--- src/hdl/cst_pkg.sv ---
`timescale 1ns / 1ps

package cst_pkg;

	localparam logic [7:0] CH_QUOTE    = 8'h22;
	localparam logic [7:0] CH_CR       = 8'h0D;
	localparam logic [7:0] CH_LF       = 8'h0A;
	localparam logic [7:0] DELIM_RESET = 8'd44;

	typedef enum logic [1:0] {
		MODE_PLAIN   = 2'd0,
		MODE_QUOTED  = 2'd1,
		MODE_PENDING = 2'd2,
		MODE_ERROR   = 2'd3
	} mode_t;

	typedef enum logic [2:0] {
		EV_FIELD_BYTE  = 3'd0,
		EV_END_FIELD   = 3'd1,
		EV_END_ROW     = 3'd2,
		EV_BAD_QUOTE   = 3'd3,
		EV_UNTERMINATED = 3'd4,
		EV_DOC_END     = 3'd5
	} ev_t;

endpackage

--- src/hdl/csv_stream_tokenizer.sv ---
`timescale 1ns / 1ps

// Channel   Direction  Payload
// s_axis    in         tdata[7:0] byte_value, tlast final_byte
// m_axis    out        tdata[7:0] out_byte, tuser[2:0] event_res, tlast run_last
// cfg       in         cfg_wdata[7:0] delimiter, written when cfg_we is high
//
// A byte is registered in the input buffer and then moves to the event list, from which
// its events are offered. A byte that gives at most one event can be taken every cycle
// while the output is not stalled. The final byte gives up to three events, one per
// cycle while the output is ready, set by the single output event list.
// A two-entry input buffer keeps s_axis_tready a decode of its fill count, so the input
// side can take up to two more bytes while the output is stalled.
// Reset clears the parser state and sets the delimiter to a comma.

module csv_stream_tokenizer
	import cst_pkg::*;
(
	input  logic       clk,
	input  logic       arst_n,
	input  logic       cfg_we,
	input  logic [7:0] cfg_wdata,
	input  logic       s_axis_tvalid,
	output logic       s_axis_tready,
	input  logic [7:0] s_axis_tdata,  // [7:0] byte_value
	input  logic       s_axis_tlast,  // final_byte
	output logic       m_axis_tvalid,
	input  logic       m_axis_tready,
	output logic [7:0] m_axis_tdata,  // [7:0] out_byte
	output logic [2:0] m_axis_tuser,  // [2:0] event_res
	output logic       m_axis_tlast   // run_last
);

	logic [7:0] delim_q;

	// Input buffer
	logic [7:0] buf_byte_q [2];
	logic       buf_fin_q  [2];
	logic       wr_ptr_q;
	logic       rd_ptr_q;
	logic [1:0] buf_cnt_q;
	logic       push;
	logic       pop;

	// Parser state
	mode_t      mode_q;
	logic       cr_seen_q;
	logic       field_bytes_q;
	logic       row_fields_q;

	// Event list of the byte being delivered
	ev_t        ev_list_q [3];
	logic [7:0] byte_q;
	logic [1:0] ev_cnt_q;
	logic [1:0] ev_idx_q;

	logic [7:0] b;
	logic       fin;
	logic       skip;
	mode_t      mode_mid;
	logic       cr_mid;
	logic       fb_mid;
	logic       rf_mid;
	logic       main_v;
	ev_t        main_ev;
	logic [7:0] main_byte;
	ev_t        ev_new [3];
	logic [1:0] n_new;
	ev_t        ev_cur;
	logic       m_fire;
	logic       list_free;

	assign b    = buf_byte_q[rd_ptr_q];
	assign fin  = buf_fin_q[rd_ptr_q];
	assign skip = cr_seen_q && (b == CH_LF);

	assign s_axis_tready = (buf_cnt_q != 2'd2);
	assign push          = s_axis_tvalid && s_axis_tready;

	assign ev_cur        = ev_list_q[ev_idx_q];
	assign m_axis_tvalid = (ev_cnt_q != 2'd0);
	assign m_axis_tuser  = ev_cur;
	assign m_axis_tdata  = (ev_cur == EV_FIELD_BYTE) ? byte_q : 8'd0;
	assign m_axis_tlast  = ((ev_idx_q + 2'd1) == ev_cnt_q);
	assign m_fire        = m_axis_tvalid && m_axis_tready;
	assign list_free     = (ev_cnt_q == 2'd0) || (m_fire && m_axis_tlast);
	assign pop           = (buf_cnt_q != 2'd0) && list_free;

	// Next parser state for the byte at the head of the buffer
	always_comb begin
		mode_mid = mode_q;
		cr_mid   = 1'b0;
		fb_mid   = field_bytes_q;
		rf_mid   = row_fields_q;
		unique case (mode_q)
			MODE_QUOTED: begin
				if (b == CH_QUOTE) begin
					mode_mid = MODE_PENDING;
				end else begin
					fb_mid = 1'b1;
				end
			end
			MODE_PENDING: begin
				if (b == CH_QUOTE) begin
					fb_mid   = 1'b1;
					mode_mid = MODE_QUOTED;
				end else begin
					mode_mid = MODE_PLAIN;
					if (b == delim_q) begin
						fb_mid = 1'b0;
						rf_mid = 1'b1;
					end else if (b == CH_CR || b == CH_LF) begin
						fb_mid = 1'b0;
						rf_mid = 1'b0;
						cr_mid = (b == CH_CR);
					end else begin
						mode_mid = MODE_ERROR;
					end
				end
			end
			MODE_PLAIN: begin
				if (skip) begin
					// The LF of a CR LF pair is swallowed.
				end else if (b == CH_QUOTE && !field_bytes_q) begin
					mode_mid = MODE_QUOTED;
				end else if (b == delim_q) begin
					fb_mid = 1'b0;
					rf_mid = 1'b1;
				end else if (b == CH_CR || b == CH_LF) begin
					fb_mid = 1'b0;
					rf_mid = 1'b0;
					cr_mid = (b == CH_CR);
				end else begin
					fb_mid = 1'b1;
				end
			end
			MODE_ERROR: begin
			end
			default: begin
			end
		endcase
	end

	// Events caused by the byte at the head of the buffer
	always_comb begin
		main_v    = 1'b0;
		main_ev   = EV_FIELD_BYTE;
		main_byte = 8'd0;
		unique case (mode_q)
			MODE_QUOTED: begin
				if (b != CH_QUOTE) begin
					main_v    = 1'b1;
					main_byte = b;
				end
			end
			MODE_PENDING: begin
				main_v = 1'b1;
				if (b == CH_QUOTE) begin
					main_byte = CH_QUOTE;
				end else if (b == delim_q) begin
					main_ev = EV_END_FIELD;
				end else if (b == CH_CR || b == CH_LF) begin
					main_ev = EV_END_ROW;
				end else begin
					main_ev = EV_BAD_QUOTE;
				end
			end
			MODE_PLAIN: begin
				if (skip) begin
				end else if (b == CH_QUOTE && !field_bytes_q) begin
				end else if (b == delim_q) begin
					main_v  = 1'b1;
					main_ev = EV_END_FIELD;
				end else if (b == CH_CR || b == CH_LF) begin
					main_v  = 1'b1;
					main_ev = EV_END_ROW;
				end else begin
					main_v    = 1'b1;
					main_byte = b;
				end
			end
			MODE_ERROR: begin
			end
			default: begin
			end
		endcase

		ev_new[0] = EV_FIELD_BYTE;
		ev_new[1] = EV_FIELD_BYTE;
		ev_new[2] = EV_FIELD_BYTE;
		n_new     = 2'd0;
		if (main_v) begin
			ev_new[n_new] = main_ev;
			n_new         = n_new + 2'd1;
		end
		if (fin) begin
			if (mode_mid == MODE_QUOTED) begin
				ev_new[n_new] = EV_UNTERMINATED;
				n_new         = n_new + 2'd1;
			end else if (mode_mid != MODE_ERROR &&
			             (fb_mid || rf_mid || b == delim_q)) begin
				ev_new[n_new] = EV_END_ROW;
				n_new         = n_new + 2'd1;
			end
			ev_new[n_new] = EV_DOC_END;
			n_new         = n_new + 2'd1;
		end
	end

	always_ff @(posedge clk or negedge arst_n) begin
		if (!arst_n) begin
			delim_q <= DELIM_RESET;
		end else if (cfg_we) begin
			delim_q <= cfg_wdata;
		end
	end

	always_ff @(posedge clk) begin
		if (push) begin
			buf_byte_q[wr_ptr_q] <= s_axis_tdata;
			buf_fin_q[wr_ptr_q]  <= s_axis_tlast;
		end
	end

	always_ff @(posedge clk or negedge arst_n) begin
		if (!arst_n) begin
			wr_ptr_q  <= 1'b0;
			rd_ptr_q  <= 1'b0;
			buf_cnt_q <= 2'd0;
		end else begin
			if (push) begin
				wr_ptr_q <= ~wr_ptr_q;
			end
			if (pop) begin
				rd_ptr_q <= ~rd_ptr_q;
			end
			buf_cnt_q <= buf_cnt_q + {1'b0, push} - {1'b0, pop};
		end
	end

	always_ff @(posedge clk or negedge arst_n) begin
		if (!arst_n) begin
			mode_q        <= MODE_PLAIN;
			cr_seen_q     <= 1'b0;
			field_bytes_q <= 1'b0;
			row_fields_q  <= 1'b0;
		end else if (pop) begin
			if (fin) begin
				mode_q        <= MODE_PLAIN;
				cr_seen_q     <= 1'b0;
				field_bytes_q <= 1'b0;
				row_fields_q  <= 1'b0;
			end else begin
				mode_q        <= mode_mid;
				cr_seen_q     <= cr_mid;
				field_bytes_q <= fb_mid;
				row_fields_q  <= rf_mid;
			end
		end
	end

	always_ff @(posedge clk) begin
		if (pop) begin
			ev_list_q[0] <= ev_new[0];
			ev_list_q[1] <= ev_new[1];
			ev_list_q[2] <= ev_new[2];
			byte_q       <= main_byte;
		end
	end

	always_ff @(posedge clk or negedge arst_n) begin
		if (!arst_n) begin
			ev_cnt_q <= 2'd0;
			ev_idx_q <= 2'd0;
		end else if (pop) begin
			ev_cnt_q <= n_new;
			ev_idx_q <= 2'd0;
		end else if (m_fire) begin
			if (m_axis_tlast) begin
				ev_cnt_q <= 2'd0;
				ev_idx_q <= 2'd0;
			end else begin
				ev_idx_q <= ev_idx_q + 2'd1;
			end
		end
	end

endmodule

--- config.mk ---
export PLATFORM = sky130hd
export DESIGN_NAME = csv_stream_tokenizer
export DESIGN_NICKNAME = d
export VERILOG_FILES = /design/src/hdl/cst_pkg.sv /design/src/hdl/csv_stream_tokenizer.sv
export SDC_FILE = /design/constraint.sdc
export NUM_CORES = 1
export LEC_CHECK = 0
export BUFFER_PORTS_ARGS = -buffer_cell sky130_fd_sc_hd__buf_4
export CAP_MARGIN = 20
export CORE_ASPECT_RATIO = 0.9
export CORE_MARGIN = 4
export CORE_UTILIZATION = 35
export DETAILED_ROUTE_END_ITERATION = 10
export HOLD_SLACK_MARGIN = 0.15
export PLACE_DENSITY = 0.55
export SYNTH_ARGS = -nofsm -noshare
export SYNTH_HDL_FRONTEND = slang
export SYNTH_SLANG_ARGS = --single-unit
--- constraint.sdc ---
create_clock -name clk -period 4.1 [get_ports clk]
set_input_delay 0.615 -clock clk [delete_from_list [all_inputs] [get_ports clk]]
set_output_delay 0.615 -clock clk [all_outputs]
set_load 0.05 [all_outputs]
Word-level counts from Yosys, hierarchy flattened
Memories as Yosys holds them, arrays and structs flattened.
Cells that the tools add are included.
Widths: inputs -> output; s select.
{"block": "classes", "reduce_logical": 22, "order_cmp": 4, "n_bitwise": 13, "muxes": 76, "n_addsub": 5, "eq_ne": 11}
{"op": "$mux 8", "n": 6}
{"op": "$mux 2", "n": 23}
{"op": "$mux 9", "n": 4}
{"op": "$mux 1", "n": 30}
{"op": "$pmux 8 s3", "n": 1}
{"op": "$eq 8x4->1 const B", "n": 2}
{"op": "$and 6x6->6", "n": 2}
{"op": "$demux 3 s2", "n": 2}
{"op": "$not 6->6", "n": 2}
{"op": "$logic_and 1x1->1", "n": 9}
{"op": "$mux 3", "n": 3}
{"op": "$eq 8x6->1 const B", "n": 1}
{"op": "$eq 8x8->1", "n": 1}
{"op": "$ne 8x6->1 const B", "n": 1}
{"op": "$reduce_bool 2->1", "n": 4}
{"op": "$add 2x1->2 const B", "n": 3}
{"op": "$ge 3x3->1 const B", "n": 2}
{"op": "$lt 3x1->1 const B", "n": 2}
{"op": "$mux 6", "n": 1}
{"op": "$not 2->3", "n": 2}
{"op": "$or 3x3->3", "n": 2}
{"op": "$or 6x6->6", "n": 1}
{"op": "$pmux 1 s3", "n": 2}
{"op": "$pmux 2 s3", "n": 1}
{"op": "other kinds (16)", "n": 24}
{"block": "totals", "elab_cells": 145, "mem_count": 3, "reg_bits": 29, "ram_bits": 27, "out_inout_bits": 14}
{"memory": "buf_byte_q", "words": 2, "width": 8, "read_ports": 1, "rd_clocked_by_memory_dff": 0, "wr": 1, "line_no": "csv_stream_tokenizer.sv:37", "rtl": "logic [7:0] buf_byte_q [2];"}
{"memory": "ev_list_q", "words": 3, "width": 3, "read_ports": 1, "rd_clocked_by_memory_dff": 0, "wr": 3, "line_no": "csv_stream_tokenizer.sv:52", "rtl": "ev_t ev_list_q [3];"}
{"memory": "buf_fin_q", "words": 2, "width": 1, "read_ports": 1, "rd_clocked_by_memory_dff": 0, "wr": 1, "line_no": "csv_stream_tokenizer.sv:38", "rtl": "logic buf_fin_q [2];"}

Depth between registers and ports, before layout
An unclocked memory read counts as a cell.
{"block": "logic_depth", "ltp_word": 22, "depth_mapped": 14, "ltp_nobuf": 11}

Worst setup path before layout
OpenSTA, ideal clock, no wires.
{"block": "synth_path", "kind": "flip-flop to flip-flop", "startpoint": "reg rd_ptr_q", "endpoint": "mem ev_list_q[0][1] in the netlist's numbering, data pin", "arrival_ps": 3371, "required_ps": 3965, "period_less_slack_ps": 3506, "path_stages_with_launch": 14, "path_slack_ps": 594, "path_buffers": 2, "setup_ps": 135, "cell_sequence": "dfrtp_1 > buf_6 > or4b_4 > a222oi_1 > buf_4 > nor3_2 > a211o_4 > a211oi_2 > or2_1 > mux2i_1 > ha_1 > or3_1 > or3_1 > nand3_1"}
{"element": "start, declared", "line_no": "csv_stream_tokenizer.sv:40", "rtl": "logic rd_ptr_q;"}
{"element": "start signal, assigned", "line_no": "csv_stream_tokenizer.sv:235", "rtl": "rd_ptr_q <= ~rd_ptr_q;"}
{"element": "end, declared", "line_no": "csv_stream_tokenizer.sv:52"}

==> impl_metrics.csv <==
group,metric,value,unit
place,dpl.hpwl,4680,µm
setup_path,cp-start-kind,"flop",
power_and_ir_drop,p_total,2.52,mW
power_and_ir_drop,sequentialPowerShare,37.5,%
clocking,cts_buffers,5,
clocking,clk_path_buf_depth,2,
timing,final.setup.tns,0,ns
clocking,cts_hold_buf,0,
synthesis,synth_area,2930,µm²
timing,maxSlewHeadroom,49.2,%
routing,viasPerCell,5.28,
grt,grt_pass1_vias,2097,
place,place.gp.congestion,0.864,
routing,ant_nets,0,
floorplanning,rows,31,
setup_path,r2r-start,"rd_ptr_q",
routing,routed_wl,6090,µm
synthesis,syn_nets,286,
synthesis,yosysSeqAreaShare,51.9,%
routing,drc,0,
clocking,clk_latency,0.31,ns
power_and_ir_drop,combPwrFrac,50.9,%
power_and_ir_drop,netSwitchingFraction,43.9,%
routing,drt-initial-drc-count,185,
synthesis,synth_flop_cell,"edfxtp_1",
power_and_ir_drop,ir_worst_vdd,0.241,mV
final_layout,fill_cells,778,
clocking,cts_tree,"built",
synthesis,ys_types,57,
setup_path,worstPathArrival,3.96,ns
power_and_ir_drop,switchingPower,1.11,mW
final_layout,drive_above_1_share,25.5,%
timing,worst_pin_slew,0.741,ns
grt,antenna_found_initial,0,
setup_path,cp.required,4.28,ns
setup_path,worst_setup_path_end_kind,"flop",
timing,fin_crit_sh,92.1,%
floorplanning,io_pins,36,
routing,vias,2119,
floorplanning,start_util,36.1,%
routing,wl_per_cell,15.2,µm
grt,grt_pass1_wl,9960,µm
clocking,cts.sinks,54,
min_path,hold_class,"input pin to async pin",
power_and_ir_drop,power.density,736,nW/µm²
setup_path,reg2regPathDepth,12,
setup_path,r2r-end,"ev_list_q[0][1]",
power_and_ir_drop,intPower,1.41,mW
synthesis,synth_edf_count,33,
timing,hold_viol,0,
place,io_buffers,35,
timing,fin_crit,3.78,ns
setup_path,critPathCapture,"ev_list_q[0][1]",
floorplanning,core,8110,µm²
final_layout,area_delta_synth_final,17.0,%
synthesis,yosys_warnings,0,
grt,overflow,0,
power_and_ir_drop,p_leak,1.36,nW
clocking,clk_pin_slew,0.10,ns
power_and_ir_drop,power_frac_clock,11.5,%
synthesis,ys_seq_elements,54,
timing,finClkSkew,0.00681,ns
timing,max_freq,265,MHz
routing,drt_pass1_iterations,4,
synthesis,synth_area_per_cell,11.3,µm²
status,status,"finished clean",
final_layout,diodes,0,
job,cap_violations,0,
setup_path,cp-startpoint,"rd_ptr_q",
setup_path,path_max_fanout,10,
synthesis,syn_inst,259,
timing,final_max_slew_viol_count,0,
setup_path,worstSetupPathType,"flop to flop",
timing,rsz0062_at_grt,"no",
clocking,htreeDepth,2,
clocking,cts-root-buf,"clkbuf_8",
setup_path,ff2ff_setup_slack,0.32,ns
grt,grt_max_degree,22,
timing,setup_viol,0,
floorplanning,fp.dieH,94.8,µm
floorplanning,die_area,9890,µm²
final_layout,fin_nets,328,
synthesis,async_reset_ff_share,38.9,%
floorplanning,die_w,104,µm
grt,grt.total_usage,12.6,%
critical path, stage by stage (launching register included):
cell and delay [ns]:
dfrtp_2 0.48, or4_1 0.59, a222oi_1 0.38, buf_4 0.24, nor3_2 0.07, a211o_4 0.30
a211oi_2 0.30, or2_1 0.20, mux2i_1 0.11, ha_1 0.24, or3_1 0.36, or3_1 0.30
nand3_1 0.09
power by group through the flow:
stage | clock [mW] | sequential (mW) | combinational (mW)
2_1_floorplan | 0 | 0.889 | 1.00
3_3_place_gp | 0 | 0.955 | 1.28
3_5_place_dp | 0 | 0.960 | 1.30
4_1_cts | 0.303 | 0.948 | 1.30
5_1_grt | 0.323 | 0.972 | 1.39
6_report | 0.291 | 0.946 | 1.28
routing by layer:
metal  global-route usage (%)  vias up  routed length (µm)
met5                        0        -                   0
met4                     4.65        0                  97
met3                     2.94       10                 259
met2                     18.9       47                2690
met1                     17.8     1011                3050
li1                         -     1051                   -
flip-flops by register name (all words and copies together), names as in the netlist, 2 cells and up:
name and cells:
buf_byte_q 16, buf_cnt_q 2, buf_fin_q 2, byte_q 8, delim_q 8, ev_cnt_q 2, ev_idx_q 2, ev_list_q 7
mode_q 2
layout by cell type, fill, tap and decap left out, types with 3 or more instances in the layout:
cell type	instances
and2_1	11
dfstp_2	3
o21ai_0	11
ha_1	5
a22oi_1	3
a32oi_1	3
a21o_1	3
nand2b_1	3
mux2_2	10
inv_1	6
buf_4	45
mux2i_1	13
nor2_1	20
o22ai_1	4
edfxtp_1	33
or3b_2	3
dfrtp_1	17
nand2_1	18
nor2b_1	4
o31ai_1	4
a21oi_1	9
or3_1	5
clkbuf_8	5
a211oi_1	4
clkinv_1	3
a211o_1	3
nor3_1	4
nand3b_1	3
xnor2_1	13
cell families (layout without fill, tap and decap cells):
logic type	Yosys count	in the layout	share of synthesized area, %
AND/OR/NAND/NOR	85	85	16.0
AO/OA/AOI/OAI	61	61	15.0
flip-flops	54	54	51.9
multiplexers	23	23	8.29
buffers and inverters	18	61	2.74
XOR/XNOR	13	13	3.89
adder cells (fa/ha/maj)	5	5	2.14
per-stage QoR:
stage | hold WS (ns) | setup WS (ns) | utilization, % | instance area (µm²) | std cells
after floorplan | 0.319 | 0.594 | - | 2930 | 259
after global placement | 0.475 | 0.371 | 41.1 | 3330 | 392
after detailed placement | 0.483 | 0.260 | 41.1 | 3330 | 392
after CTS | 0.186 | 0.232 | 42.1 | 3420 | 400
after global routing | 0.199 | 0.0640 | 42.2 | 3420 | 401
final | 0.182 | 0.324 | 42.2 | 3420 | 401
worst min-delay path by stage:
| stage | startpoint | to | slack [ns] | depth (start not counted) |
|---|---|---|---|---|
| 6_report | arst_n | ev_idx_q[0] | 0.18 | 1 |
| 3_3_place_gp | wr_ptr_q | wr_ptr_q | 0.48 | 1 |
| 4_1_cts | arst_n | ev_idx_q[0] | 0.19 | 1 |
| 5_1_grt | arst_n | wr_ptr_q | 0.20 | 1 |
| 2_1_floorplan | arst_n | buf_cnt_q[0] | 0.32 | 0 |
| 3_5_place_dp | wr_ptr_q | wr_ptr_q | 0.48 | 1 |
Yosys cell counts (4+ instances only):
library cell  count  area [µm²]
a211oi_1          4        30.0
and2_1           11        68.8
inv_1             6        22.5
mux2_2           10         113
mux2i_1          13         130
nor3_1            4        20.0
xnor2_1          13         114
edfxtp_1         33         991
nor2_1           20        75.1
o22ai_1           4        25.0
nand2_1          18        67.6
clkbuf_1          7        26.3
nor2b_1           4        25.0
or3_1             5        31.3
dfrtp_1          18         450
o21ai_0          11        55.1
o31ai_1           4        30.0
a21oi_1           9        45.0
ha_1              5        62.6
area by class of cell:
type	instances	area, µm²	area share, %
clock buffers	5	68.8	2.01
flip-flops and latches	54	1520	44.4
clock inverters	3	16.3	0.475
repair buffers	45	338	9.86
inverters	8	30.0	0.877
well taps	99	124	3.62
multi-input cells	187	1330	38.7
what timing repair did:
item                                   in CTS  in global routing
setup endpoints to repair                   0                  1
endpoints found under the hold margin       0                  0
gates resized for setup                     0                  1
setup buffers                               0                  1
Note: power is estimated with default switching activity, not from simulation.
